## src/hw/rtl/ipv4lpm_pkg.sv

```systemverilog
package ipv4lpm_pkg;

	localparam int TABLE_ENTRIES_DEF = 256;
	localparam int LOCATION_BITS_DEF = 16;

	localparam int ADDR_W = 32;
	localparam int LEN_W  = 6;
	localparam int LOCF_W = 16;

	localparam logic [LEN_W-1:0] MAX_LEN = 6'd32;

	localparam logic OP_INSERT = 1'b0;
	localparam logic OP_LOOKUP = 1'b1;

	typedef enum logic [1:0] {
		ST_DONE = 2'd0,
		ST_MISS = 2'd1,
		ST_FULL = 2'd2,
		ST_BAD  = 2'd3
	} status_t;

	typedef struct packed {
		logic load_in;
		logic rd_en;
		logic cmp_en;
		logic out_load;
		logic write;
		logic table_full;
	} dp_cmd_t;

	typedef struct packed {
		logic bad;
		logic lookup;
		logic dup;
	} dp_sts_t;

	function automatic logic [ADDR_W-1:0] len_mask(input logic [LEN_W-1:0] len);
		len_mask = ~({ADDR_W{1'b1}} >> len);
	endfunction

endpackage

```

## src/hw/rtl/ipv4lpm_ctrl.sv

```systemverilog
module ipv4lpm_ctrl #(
	parameter int TABLE_ENTRIES = ipv4lpm_pkg::TABLE_ENTRIES_DEF
) (
	input  logic                              clk,
	input  logic                              arst_n,
	input  logic                              s_tvalid,
	output logic                              s_tready,
	output logic                              m_tvalid,
	input  logic                              m_tready,
	output ipv4lpm_pkg::dp_cmd_t              cmd,
	input  ipv4lpm_pkg::dp_sts_t              sts,
	output logic [$clog2(TABLE_ENTRIES)-1:0]  rd_addr,
	output logic [$clog2(TABLE_ENTRIES)-1:0]  wr_addr
);

	localparam int IDX_W = $clog2(TABLE_ENTRIES);
	localparam int CNT_W = $clog2(TABLE_ENTRIES + 1);
	localparam logic [CNT_W-1:0] CNT_MAX = CNT_W'(TABLE_ENTRIES);

	typedef enum logic [1:0] {
		S_IDLE,
		S_SCAN,
		S_DRAIN,
		S_FINISH
	} state_t;

	state_t           state_q;
	logic [IDX_W-1:0] idx_q;
	logic [CNT_W-1:0] count_q;
	logic             cmp_q;
	logic             m_tvalid_q;

	logic out_free;
	logic last_idx;
	logic full;

	assign out_free = !m_tvalid_q || m_tready;
	assign last_idx = (CNT_W'(idx_q) == (count_q - 1'b1));
	assign full     = (count_q == CNT_MAX);

	assign s_tready = (state_q == S_IDLE);
	assign m_tvalid = m_tvalid_q;
	assign rd_addr  = idx_q;
	assign wr_addr  = count_q[IDX_W-1:0];

	assign cmd.load_in    = s_tvalid && s_tready;
	assign cmd.rd_en      = (state_q == S_SCAN);
	assign cmd.cmp_en     = cmp_q;
	assign cmd.out_load   = (state_q == S_FINISH) && out_free;
	assign cmd.table_full = full;
	assign cmd.write      = cmd.out_load && !sts.bad && !sts.lookup && !sts.dup && !full;

	always_ff @(posedge clk or negedge arst_n) begin
		if (!arst_n) begin
			state_q    <= S_IDLE;
			idx_q      <= '0;
			count_q    <= '0;
			cmp_q      <= 1'b0;
			m_tvalid_q <= 1'b0;
		end else begin
			cmp_q <= cmd.rd_en;
			if (cmd.out_load) begin
				m_tvalid_q <= 1'b1;
			end else if (m_tready) begin
				m_tvalid_q <= 1'b0;
			end
			unique case (state_q)
				S_IDLE: begin
					if (cmd.load_in) begin
						idx_q   <= '0;
						state_q <= (count_q == '0) ? S_FINISH : S_SCAN;
					end
				end
				S_SCAN: begin
					if (last_idx) begin
						state_q <= S_DRAIN;
					end else begin
						idx_q <= idx_q + 1'b1;
					end
				end
				S_DRAIN: begin
					state_q <= S_FINISH;
				end
				S_FINISH: begin
					if (cmd.out_load) begin
						state_q <= S_IDLE;
					end
					if (cmd.write) begin
						count_q <= count_q + 1'b1;
					end
				end
				default: begin
					state_q <= S_IDLE;
				end
			endcase
		end
	end

	a_count_bound: assert property (@(posedge clk) disable iff (!arst_n)
		count_q <= CNT_MAX)
		else $error("entry count beyond table size");

	a_write_with_result: assert property (@(posedge clk) disable iff (!arst_n)
		cmd.write |-> cmd.out_load && !full)
		else $error("table write outside result load");

	a_scan_nonempty: assert property (@(posedge clk) disable iff (!arst_n)
		(state_q == S_SCAN) |-> (count_q != '0) && (CNT_W'(idx_q) < count_q))
		else $error("scan address outside filled entries");

	a_result_shown: assert property (@(posedge clk) disable iff (!arst_n)
		cmd.out_load |=> m_tvalid_q)
		else $error("loaded result not presented");

endmodule

```

## config.mk

```make
export PLATFORM = sky130hd
export DESIGN_NAME = ipv4lpm_ctrl
export DESIGN_NICKNAME = d
export VERILOG_FILES = /design/src/hw/rtl/ipv4lpm_pkg.sv /design/src/hw/rtl/ipv4lpm_ctrl.sv
export SDC_FILE = /design/constraint.sdc
export NUM_CORES = 1
export LEC_CHECK = 0
export ABC_AREA = 1
export BUFFER_PORTS_ARGS = -buffer_cell sky130_fd_sc_hd__buf_2
export CAP_MARGIN = 20
export CORE_ASPECT_RATIO = 1.5
export CORE_UTILIZATION = 50
export CTS_CLUSTER_DIAMETER = 100
export CTS_CLUSTER_SIZE = 10
export DETAILED_ROUTE_END_ITERATION = 8
export GPL_ROUTABILITY_DRIVEN = 0
export HOLD_SLACK_MARGIN = 0.03
export MAX_ROUTING_LAYER = met4
export PLACE_DENSITY_LB_ADDON = 0.25
export SLEW_MARGIN = 0
export SYNTH_ARGS = -nofsm -noshare
export SYNTH_HDL_FRONTEND = slang
export SYNTH_SLANG_ARGS = --single-unit
```

## constraint.sdc

```tcl
create_clock -name clk -period 1.8 [get_ports clk]
set_clock_uncertainty 0.1 [all_clocks]
set_input_delay 0.18 -clock clk [delete_from_list [all_inputs] [get_ports clk]]
set_output_delay 0.18 -clock clk [all_outputs]
set_load 0.005 [all_outputs]
```

After elaboration in Yosys (flattened, before gate mapping)
Index checks and enable logic that the tools add are counted.
W data, S select, Z words.

cells by class
  multiplexer cells = 10
  reduce and logical (&&, ||, !) cells = 19
  add/sub/neg operators = 3
  equal/unequal tests = 9

operator list
  operator               number
  $mux W8                2
  $pmux W8 S2            1
  $add A9 B1 Y9 const B  1
  $eq A8 B9 Y1           1
  $eq A9 B9 Y1 const B   1
  $logic_not A9 Y1       1
  $sub A9 B1 Y9 const B  1
  $add A8 B1 Y8 const B  1
  $mux W2                4
  $pmux W2 S4            1
  $logic_and A1 B1 Y1    6
  $reduce_and A3 Y1      2
  $logic_not A1 Y1       5
  $eq A2 B2 Y1 const B   2
  $ne A2 B1 Y1 const B   2
  $ne A2 B2 Y1 const B   2
  $reduce_bool A2 Y1     2
  $eq A2 B1 Y1 const B   1
  $logic_not A2 Y1       1
  $mux W1                2
  $reduce_and A2 Y1      1
  $logic_or A1 B1 Y1     1

word-level totals
  bits of input ports = 7
  output and inout bits = 24
  logic and storage cells = 46
  register bits after elaboration = 21

Logic depth before layout (Yosys ltp)
Gate-level depths: netlist (run 1).

  word-level depth = 8
  mapped depth = 14
  gate-level depth less buffers = 14

Least setup slack after synthesis (run 1)
Ideal clock, no wire load.

  path type = reg-to-reg
  start = register count_q[0]
  end = register state_q[0]
  cell stages (with the launch flop) = 14
  slack = -10 ps
  required time = 1583 ps
  path buffers = 0
  setup time = 117 ps
  clock period less this slack = 1810 ps
  arrival = 1593 ps
  path through = dfrtp_1 > inv_1 > ha_1 > inv_1 > nand2_1 > nand3_1 > nand2_1 > nand3_1 > nor2_1 > nand3_2 > nand2_2 > nand2_2 > nand2_1 > nand2_1

on the way
  cells in the longest elaborated chain, start to end = 4

ends and longest elaborated chain
  what                         line                RTL
  start, declared              ipv4lpm_ctrl.sv:29  logic [CNT_W-1:0] count_q;
  start signal, assigned       ipv4lpm_ctrl.sv:89  count_q <= count_q + 1'b1;
  $sub A9 B1 Y9                ipv4lpm_ctrl.sv:38  assign last_idx = (CNT_W'(idx_q) == (count_q - 1'b1));
  $eq A8 B9 Y1                 ipv4lpm_ctrl.sv:38
  $ne A2 B1 Y1 (no line)       n/a
  $reduce_and A3 Y1 (no line)  n/a
  end signal, assigned         ipv4lpm_ctrl.sv:71  state_q <= (count_q == '0) ? S_FINISH : S_SCAN;
  end, declared                ipv4lpm_ctrl.sv:27  state_t state_q;

No other way between the ends.
A chain may end at the register's enable or synchronous reset.

Final worst setup path (run 1)
  start = register count_q[2]
  end = register idx_q[4], in the netlist rd_addr[4]

on the way
  cells in the longest elaborated chain, start to end = 4

ends and longest elaborated chain
  what                         line                RTL
  $sub A9 B1 Y9                ipv4lpm_ctrl.sv:38
  $eq A8 B9 Y1                 ipv4lpm_ctrl.sv:38
  $ne A2 B2 Y1 (no line)       n/a
  $reduce_and A3 Y1 (no line)  n/a
  end signal, assigned         ipv4lpm_ctrl.sv:78  idx_q <= idx_q + 1'b1;
  end, declared                ipv4lpm_ctrl.sv:28  logic [IDX_W-1:0] idx_q;

No other way between the ends.

==> results.md, run 1 <==
Synthesis:
- The sequential element share of the synthesized area is 31.7%.
- Of the post-synthesis cell area, the dominant cell type holds a little under a third.
- The main flop type after synthesis is sky130_fd_sc_hd__dfrtp_1.
- The fraction of registers with async set or reset after synthesis is 100%.
- The number of synthesized flops with an enable pin is 0.
- By count the netlist is led by sky130_fd_sc_hd__nand2_1 (59), sky130_fd_sc_hd__inv_1 (34), sky130_fd_sc_hd__nand3_1 (26).
- The cell taking the most area after synthesis is sky130_fd_sc_hd__dfrtp_1.
- A synthesized cell averages 7.06 sq um.
- The most common cell in the synthesized netlist is sky130_fd_sc_hd__nand2_1.
- After synthesis, the netlist uses 27 different library cells.
- The net count after synthesis is 249.
- Yosys attributes the largest share of cell area to sky130_fd_sc_hd__dfrtp_1 (32%), sky130_fd_sc_hd__nand2_1 (13%), sky130_fd_sc_hd__nand3_1 (7.8%).
- The number of instances in the synthesized netlist is 235.
- The combined area of all synthesized cells is 0.00166 sq mm.
- The number of synthesis warnings is 0.
- The flip-flop and latch count after synthesis is 21.

Drt:
- The uppermost layer routed is met4.
- The detailed router put a total of 1.77 mm of wire on met1.
- The met2 routed wirelength is between 2 and 2.5 mm.
- After detailed routing, the average wire length per cell comes to between 10 and 15 um.
- The remaining design rule violation count is 0.
- The routed wire length on met3 is 115 um.
- The number of vias per cell is roughly 5.2.
- The pre-antenna-repair detailed-routing pass consisted of 4 iterations.
- The remaining antenna violation count is 0.
- The total vias in the final route is about 1,700.
- The iteration-0 DRC count of the detailed router is 67.
- For this block, the routed nets add up to approximately 4.4 mm of wire.

CTS:
- The number of sinks on the clock net is 21.
- The number of buffers created by CTS is 3.
- The cell sitting at the root of the clock tree is a sky130_fd_sc_hd__clkbuf_8.
- In this run the number of H-tree levels came out at 1.
- The CTS tree is yes.
- Clock-pin slew was measured on the worst setup and hold paths at 0.09 ns.
- The maximum buffer depth of the clock tree is 2.
- The clock insertion delay at the later pin of the skew report is roughly 0.27 ns.

Job:
- The max-cap check violation count is 0.

GRT:
- For this run the aggregate overflow at the end of global routing stands at 0.
- The number of global-route vias before repair was 1,473.
- The maximum number of pins on one net before global-route repair is 22.
- The overall routing resource usage is between 20% and 30%.
- The wire length of the first global-routing pass is 6.52 mm.
- The number of antenna violations at the first check in global routing is 0.

Critical path:
- The worst setup path is launched from a register.
- The worst reg2reg path depth is 11.
- Walking the worst path, the cells encountered are buf_4 -> inv_2 -> nand2_1 -> inv_1 -> nand3_1 -> a21oi_1 -> nor2_2 -> nand3_4 -> nand3_4 -> nand3_1 -> nand2_1.
- The largest single stage delay on the critical path is 0.45 ns.
- STA classifies the critical path endpoint as a register.
- The slowest stage of the critical path is the sky130_fd_sc_hd__dfrtp_2 cell.
- The largest fanout on the critical path is 8.
- The data arrival time of the critical path is ~1.9 ns.
- The startpoint of the worst-slack reg-to-reg timing path is count_q[2].
- The capture point of the worst reg-to-reg path is rd_addr[4].
- Setup slack on the worst reg-to-reg path comes out at -0.07 ns.
- The worst setup path is of the register to register kind.
- At the worst endpoint, the required time is 1.86 ns.

Placed design:
- The cell count after placement is 305.
- The post-detailed-placement half-perimeter wirelength is 2.99 mm.
- Buffers placed on the I/O ports in this run total 30.
- The minimum setup slack after placement is -0.00732 ns.
- The post-placement cell area is 0.00186 sq mm.

Worst hold path:
- The number of cells traversed by the worst hold path is 4.
- The end point of the worst hold path is m_tvalid.
- The path class of the tightest hold or removal check is input port to register.
- The worst hold path begins at m_tready.

Floorplanning:
- The vertical extent of the die is between 70 and 80 um.
- After floorplanning, the core was divided into 25 placement rows.
- The placeable core area is 0.00316 sq mm.
- The die covers ~0.0036 sq mm.
- For this design the top-level I/O count stands at 31.
- The initial standard-cell utilization of the core is a little over half.
- The width of the die is about 50 um.

Timing:
- The relative max-transition margin is roughly two thirds.
- In the finished design, the share of the clock period the worst path needs comes to 104%.
- Setup violations remaining at the end of the flow were counted as 11.
- The count of endpoints failing hold in the final timing report is 0.
- The max-slew violation count is 0.
- Setup repair after global routing could not meet its margin everywhere.
- Once routing completed, OpenROAD measured the worst setup slack at -0.0651 ns.
- On the final layout, the worst hold slack is between 0.1 and 0.15 ns.
- Based on the critical path, the design can be clocked at up to around 0.54 GHz.
- For the pin with the worst max-slew slack, the measured transition is 0.505 ns.
- The smallest clock period supported by the final layout is computed as 1.87 ns.

Finish:
- The post-route cell area is around 0.0022 sq mm.
- The total number of nets in the final design is 300.
- Of the cells placed in the final design, the portion with a size suffix greater than 1 is a little under two fifths.
- The fill cell total of the finished layout is between 200 and 300.
- From synthesis to final layout, the design area changed by 32.0%.
- The non-filler instance count after layout is about 330.
- The final antenna diode count is 0.

Power:
- The power per cell area is approximately 1200 mW/mm^2.
- In this run the static leakage power is between 0.001 and 0.0015 uW.
- IR analysis of the VDD net gives a maximum drop of between 0.001 and 0.0015 V.
- Total power for the finished layout comes to 2540 uW.

Run status:
- The flow ran to the end, but the final reports show violations.
- The final reports fail on negative setup slack.
-- how the worst max path moves through the flow --
stage	cells after the start	slack, ns	to	startpoint
final	11	-0.07	rd_addr[4]	count_q[2]
after global routing	11	-0.15	rd_addr[1]	count_q[2]
after floorplan	11	0.02	state_q[0]	count_q[0]
after detailed placement	11	-0.007	state_q[1]	count_q[1]
after global placement	11	0.02	state_q[1]	count_q[1]
after CTS	11	0.001	state_q[1]	count_q[3]
-- timing repair --
action,4_1_cts,5_1_grt
setup buffers,10,5
pin swaps,9,34
hold endpoints to repair,21,0
setup endpoints to repair,12,15
resized for setup,15,27
hold buffers,1,0
-- layout make-up --
class / count / area [sq um] / share of cell area (%)
inverters: 37 / 139 / 6.34
clock inverters: 1 / 5.00 / 0.229
clock buffers: 3 / 41.3 / 1.89
multi-input cells: 164 / 1040 / 47.3
repair buffers: 59 / 388 / 17.7
well taps: 40 / 50.0 / 2.29
flip-flops and latches: 21 / 531 / 24.2
-- through the flow --
step / util [%] / TNS [ns]
floorplan: - / 0
global placement: 58.9 / 0
detailed placement: 58.9 / -0.0126
CTS: 64.6 / 0
global route: 69.3 / -1.53
finish: 69.3 / -0.541
-- routing by layer --
metal  track usage, %  up-vias
met4             8.50        0
met3             2.10       11
met5                -        -
met1             26.6      796
met2             45.7       49
li1                 -      830
-- cells by family after synthesis --
group           Yosys count  synth area share [%]
buf+inv                  50                  14.3
fa+ha+maj                 7                  5.28
compound gates            8                  2.41
flops                    21                  31.7
simple gates            136                  39.4
xor+xnor                 13                  6.86
-- report_power, final --
part	switching, uW	internal [uW]
registers	124	583
logic	871	646
clock network	166	155
total	1160	1380
-- placed cells by master, fill, tap and decap left out, types with 4 or more instances in the layout --
| cell type | instances |
|---|---|
| sky130_fd_sc_hd__inv_1 | 29 |
| sky130_fd_sc_hd__ha_1 | 5 |
| sky130_fd_sc_hd__nand3_1 | 23 |
| sky130_fd_sc_hd__xor2_1 | 8 |
| sky130_fd_sc_hd__nor2_1 | 13 |
| sky130_fd_sc_hd__o21ai_0 | 4 |
| sky130_fd_sc_hd__nor2_4 | 6 |
| sky130_fd_sc_hd__nand2_1 | 52 |
| sky130_fd_sc_hd__nand4_1 | 11 |
| sky130_fd_sc_hd__dfrtp_1 | 17 |
| sky130_fd_sc_hd__dfrtp_2 | 4 |
| sky130_fd_sc_hd__buf_6 | 4 |
| sky130_fd_sc_hd__xnor2_1 | 4 |
| sky130_fd_sc_hd__inv_2 | 7 |
| sky130_fd_sc_hd__nor2_2 | 4 |
| sky130_fd_sc_hd__buf_2 | 29 |
| sky130_fd_sc_hd__nand2_2 | 9 |
| sky130_fd_sc_hd__buf_4 | 25 |
-- critical path, delay by kind of cell, from the launching register on --
kind	cells	cell delay (ns)
AND/OR/NAND/NOR	7	0.65
buffers and inverters	3	0.31
AO/OA/AOI/OAI	1	0.23
flip-flops	1	0.45
-- registers in the layout, summed over array words and instances, names as in the netlist --
register / flops
cmp_q: 1
count_q: 9
m_tvalid: 1
rd_addr: 8
state_q: 2
Power figures use the tool's default switching activity.
==> inputs of run 2 (changes only) <==
Settings changed: SETUP_SLACK_MARGIN from default to 0.15.
==> results.md, run 2 (synthesis gave the netlist of run 1 again) <==
Drt:
- The remaining antenna violation count was 0 (unchanged).
- The remaining design rule violation count is 0 (unchanged).
- The total detailed-routing wirelength came to 4.09 mm (-6.5%).
- The iteration-0 DRC count of the detailed router is 38 (-43%).
- The number of vias per cell is 5.11 (-1.4%).
- The number of iterations in the first detailed-routing pass was 4 (unchanged).
- The average wire length per cell after detail routing is 12.8 um (-5.1%).
- The total vias in the final route was 1,636 (-3.0%).

Finish:
- The register containing the most flip-flops in the final layout is count_q.
- The number of flip-flops under the largest register name was 9 (unchanged).
- The share of layout cells above drive strength 1 came to 41.4% (+3.2 points).
- The area growth from synthesis to layout is 32.5%.
- Leaving out fill and tap cells, the most frequent cell in the layout is sky130_fd_sc_hd__nand2_1.
- The fill cell total of the finished layout is 262 (-3.7%).
- The total number of nets in the final design is 295 (-1.7%).
- The final antenna diode count is 0 (unchanged).
- In the layout the commonest cells are sky130_fd_sc_hd__nand2_1 (50), sky130_fd_sc_hd__buf_2 (30), sky130_fd_sc_hd__inv_1 (27), sky130_fd_sc_hd__buf_4 (19).

GRT:
- The maximum number of pins on one net before global-route repair is 22 (unchanged).
- The number of antenna violations at the first check in global routing is 0 (unchanged).
- The aggregate global routing overflow is 0 (unchanged).
- The global routing usage on met3 came to 2.10% (unchanged).
- The global routing stage identified its most utilized layer as met2.
- The overall routing resource usage was 25.0% (+0.58 points).
- The met1 global-route usage is 27.0% (+0.37 points).
- The global routing usage on met2 came to 45.7% (unchanged).
- The number of global-route vias before repair was 1,542 (+4.7%).
- The wire length of the first global-routing pass was 6.60 mm (+1.3%).

Run status:
- The final reports fail on negative setup slack.
- The flow ran to the end, but the final reports show violations.

Floorplanning:
- The width of the die is 49.0 um (unchanged).
- The placement row count was 25 (unchanged).
- The die outline area was 0.00356 sq mm (unchanged).
- The vertical extent of the die is 72.6 um (unchanged).
- The initial standard-cell utilization of the core is 52.5% (unchanged).
- The number of top-level pins is 31 (unchanged).
- The placeable core area was 0.00316 sq mm (unchanged).

CTS:
- The number of sinks on the clock net came to 21 (unchanged).
- The number of buffers created by CTS was 3 (unchanged).
- The level count of the clock H-tree is 1 (unchanged).
- TritonCTS built the clock tree.
- The maximum buffer depth of the clock tree is 2 (unchanged).
- CTS placed an instance of sky130_fd_sc_hd__clkbuf_8 at the clock tree root.
- The clock insertion delay at the later pin of the skew report came to 0.27 ns (about the same).
- The clock transition at the registers of the reported paths came to 0.08 ns (about the same).

Critical path:
- The largest fanout on the critical path was 7 (-1).
- The launch point of the critical path is count_q[5].
- The worst setup path is of the register to register kind.
- The worst setup path is launched from a register.
- The data arrival time of the critical path is 1.86 ns (-0.06 ns).
- The startpoint of the worst-slack reg-to-reg timing path is count_q[5].
- The critical path capture point type is a register.
- The data required time of the worst path is 1.86 ns (about the same).

Timing:
- The maximum frequency from static timing analysis is 0.554 GHz (+3.4%).
- The relative max-transition margin is 66.5% (+0.15 points).
- The number of setup violations in the final report is 1 (-10).
- The max-slew violation count was 0 (unchanged).
- The count of endpoints failing hold in the final timing report came to 0 (unchanged).
- The worst hold slack across all endpoints is 0.104 ns (+0.000715 ns).
- The final worst slack was -0.00393 ns (+0.0612 ns).
- The share of the clock period used by the worst path is 100% (-3.4 points).
- Setup repair after global routing could not meet its margin everywhere.
- The transition time at the pin with the least slew margin is 0.503 ns (-0.00223 ns).
- The final period demand of the worst path is 1.80 ns (-0.0612 ns).

Placed design:
- The count of buffers from port buffering was 30 (unchanged).
- The minimum setup slack after placement was -0.0109 ns (-0.00361 ns).
- The post-detailed-placement half-perimeter wirelength is 2.88 mm (-3.8%).

Worst hold path:
- The worst hold path begins at m_tready.
- The kind of path behind the tightest hold check is input port to register.

Power:
- The power per cell area is 1170 mW/mm^2 (+1.0%).
- The worst ir drop on vdd was 0.00115 V (+15%).
- The total leakage power is 0.00113 uW (-1.6%).
- The overall power after layout is 2580 uW (+1.4%).

Job:
- The max-cap check violation count came to 0 (unchanged).
run 2: changes by cell type in the layout (fill, tap and decap cells not counted), moves of 2 or more:
cell and change:
sky130_fd_sc_hd__buf_4 -6, sky130_fd_sc_hd__inv_2 +2, sky130_fd_sc_hd__nor2_4 +2, sky130_fd_sc_hd__inv_1 -2, sky130_fd_sc_hd__nand2_2 +2, sky130_fd_sc_hd__nand3_1 -7, sky130_fd_sc_hd__nand2_1 -2, sky130_fd_sc_hd__nand3_2 +7
run 2: area by class of cell:
| class | instances | area [sq um] | share of cell area [%] |
|---|---|---|---|
| clock buffers | 4 | 45.0 | 2.05 |
| inverters | 37 | 139 | 6.32 |
| multi-input cells | 164 | 1080 | 49.3 |
| flip-flops and latches | 21 | 532 | 24.2 |
| well taps | 40 | 50.0 | 2.28 |
| repair buffers | 54 | 348 | 15.8 |
run 2: worst paths after layout:
kind	end	slack, ns	cells past startpoint
min in group asynchronous	count_q[0]	0.31	2
setup reg to reg	state_q[1]	-0.004	10
max in group asynchronous	count_q[5]	0.93	2
setup / recovery	state_q[1]	-0.004	10
hold / removal	m_tvalid	0.10	4
hold reg to reg	count_q[7]	0.44	1
run 2: per-layer routing:
metal / wire (um) / vias up / share of wire [%]
met5: 0 / - / 0
met3: 96 / 7 / 2.3
met2: 2290 / 36 / 56
met4: 72 / 0 / 1.8
li1: - / 827 / -
met1: 1620 / 766 / 40
run 2: power breakdown:
| group | leakage [uW] | switching, uW | internal (uW) |
|---|---|---|---|
| Clock | 0.0000228 | 167 | 158 |
| Sequential | 0.000262 | 142 | 582 |
| Combinational | 0.000842 | 886 | 645 |
run 2: what timing repair did:
action,4_1_cts,5_1_grt
endpoints found under the setup margin,16,20
gates cloned,0,0
buffers inserted,10,3
pin swaps,11,14
hold endpoints to repair,21,0
resized for setup,29,26
hold buffers,1,0
run 2: worst max-delay path, cell delays in order, from the launching register on:
cell and delay, ns:
sky130_fd_sc_hd__dfrtp_2 0.47, sky130_fd_sc_hd__nor2_2 0.17, sky130_fd_sc_hd__nand2_1 0.10, sky130_fd_sc_hd__o21ai_2 0.14, sky130_fd_sc_hd__nand3_1 0.14, sky130_fd_sc_hd__nor2_4 0.19, sky130_fd_sc_hd__nand3_4 0.12, sky130_fd_sc_hd__nand2_4 0.09
sky130_fd_sc_hd__nand2_2 0.06, sky130_fd_sc_hd__nand2_2 0.06, sky130_fd_sc_hd__nand2_1 0.05
run 2: per-stage QoR:
stage,instance area (sq um),util [%],cells,TNS (ns)
finish,2200,69.6,320,-0.00393
global route,2200,69.6,320,-0.708
CTS,2090,66.2,317,0
detailed placement,1850,58.5,302,-0.0212
global placement,1850,58.5,302,0
floorplan,1670,-,235,0
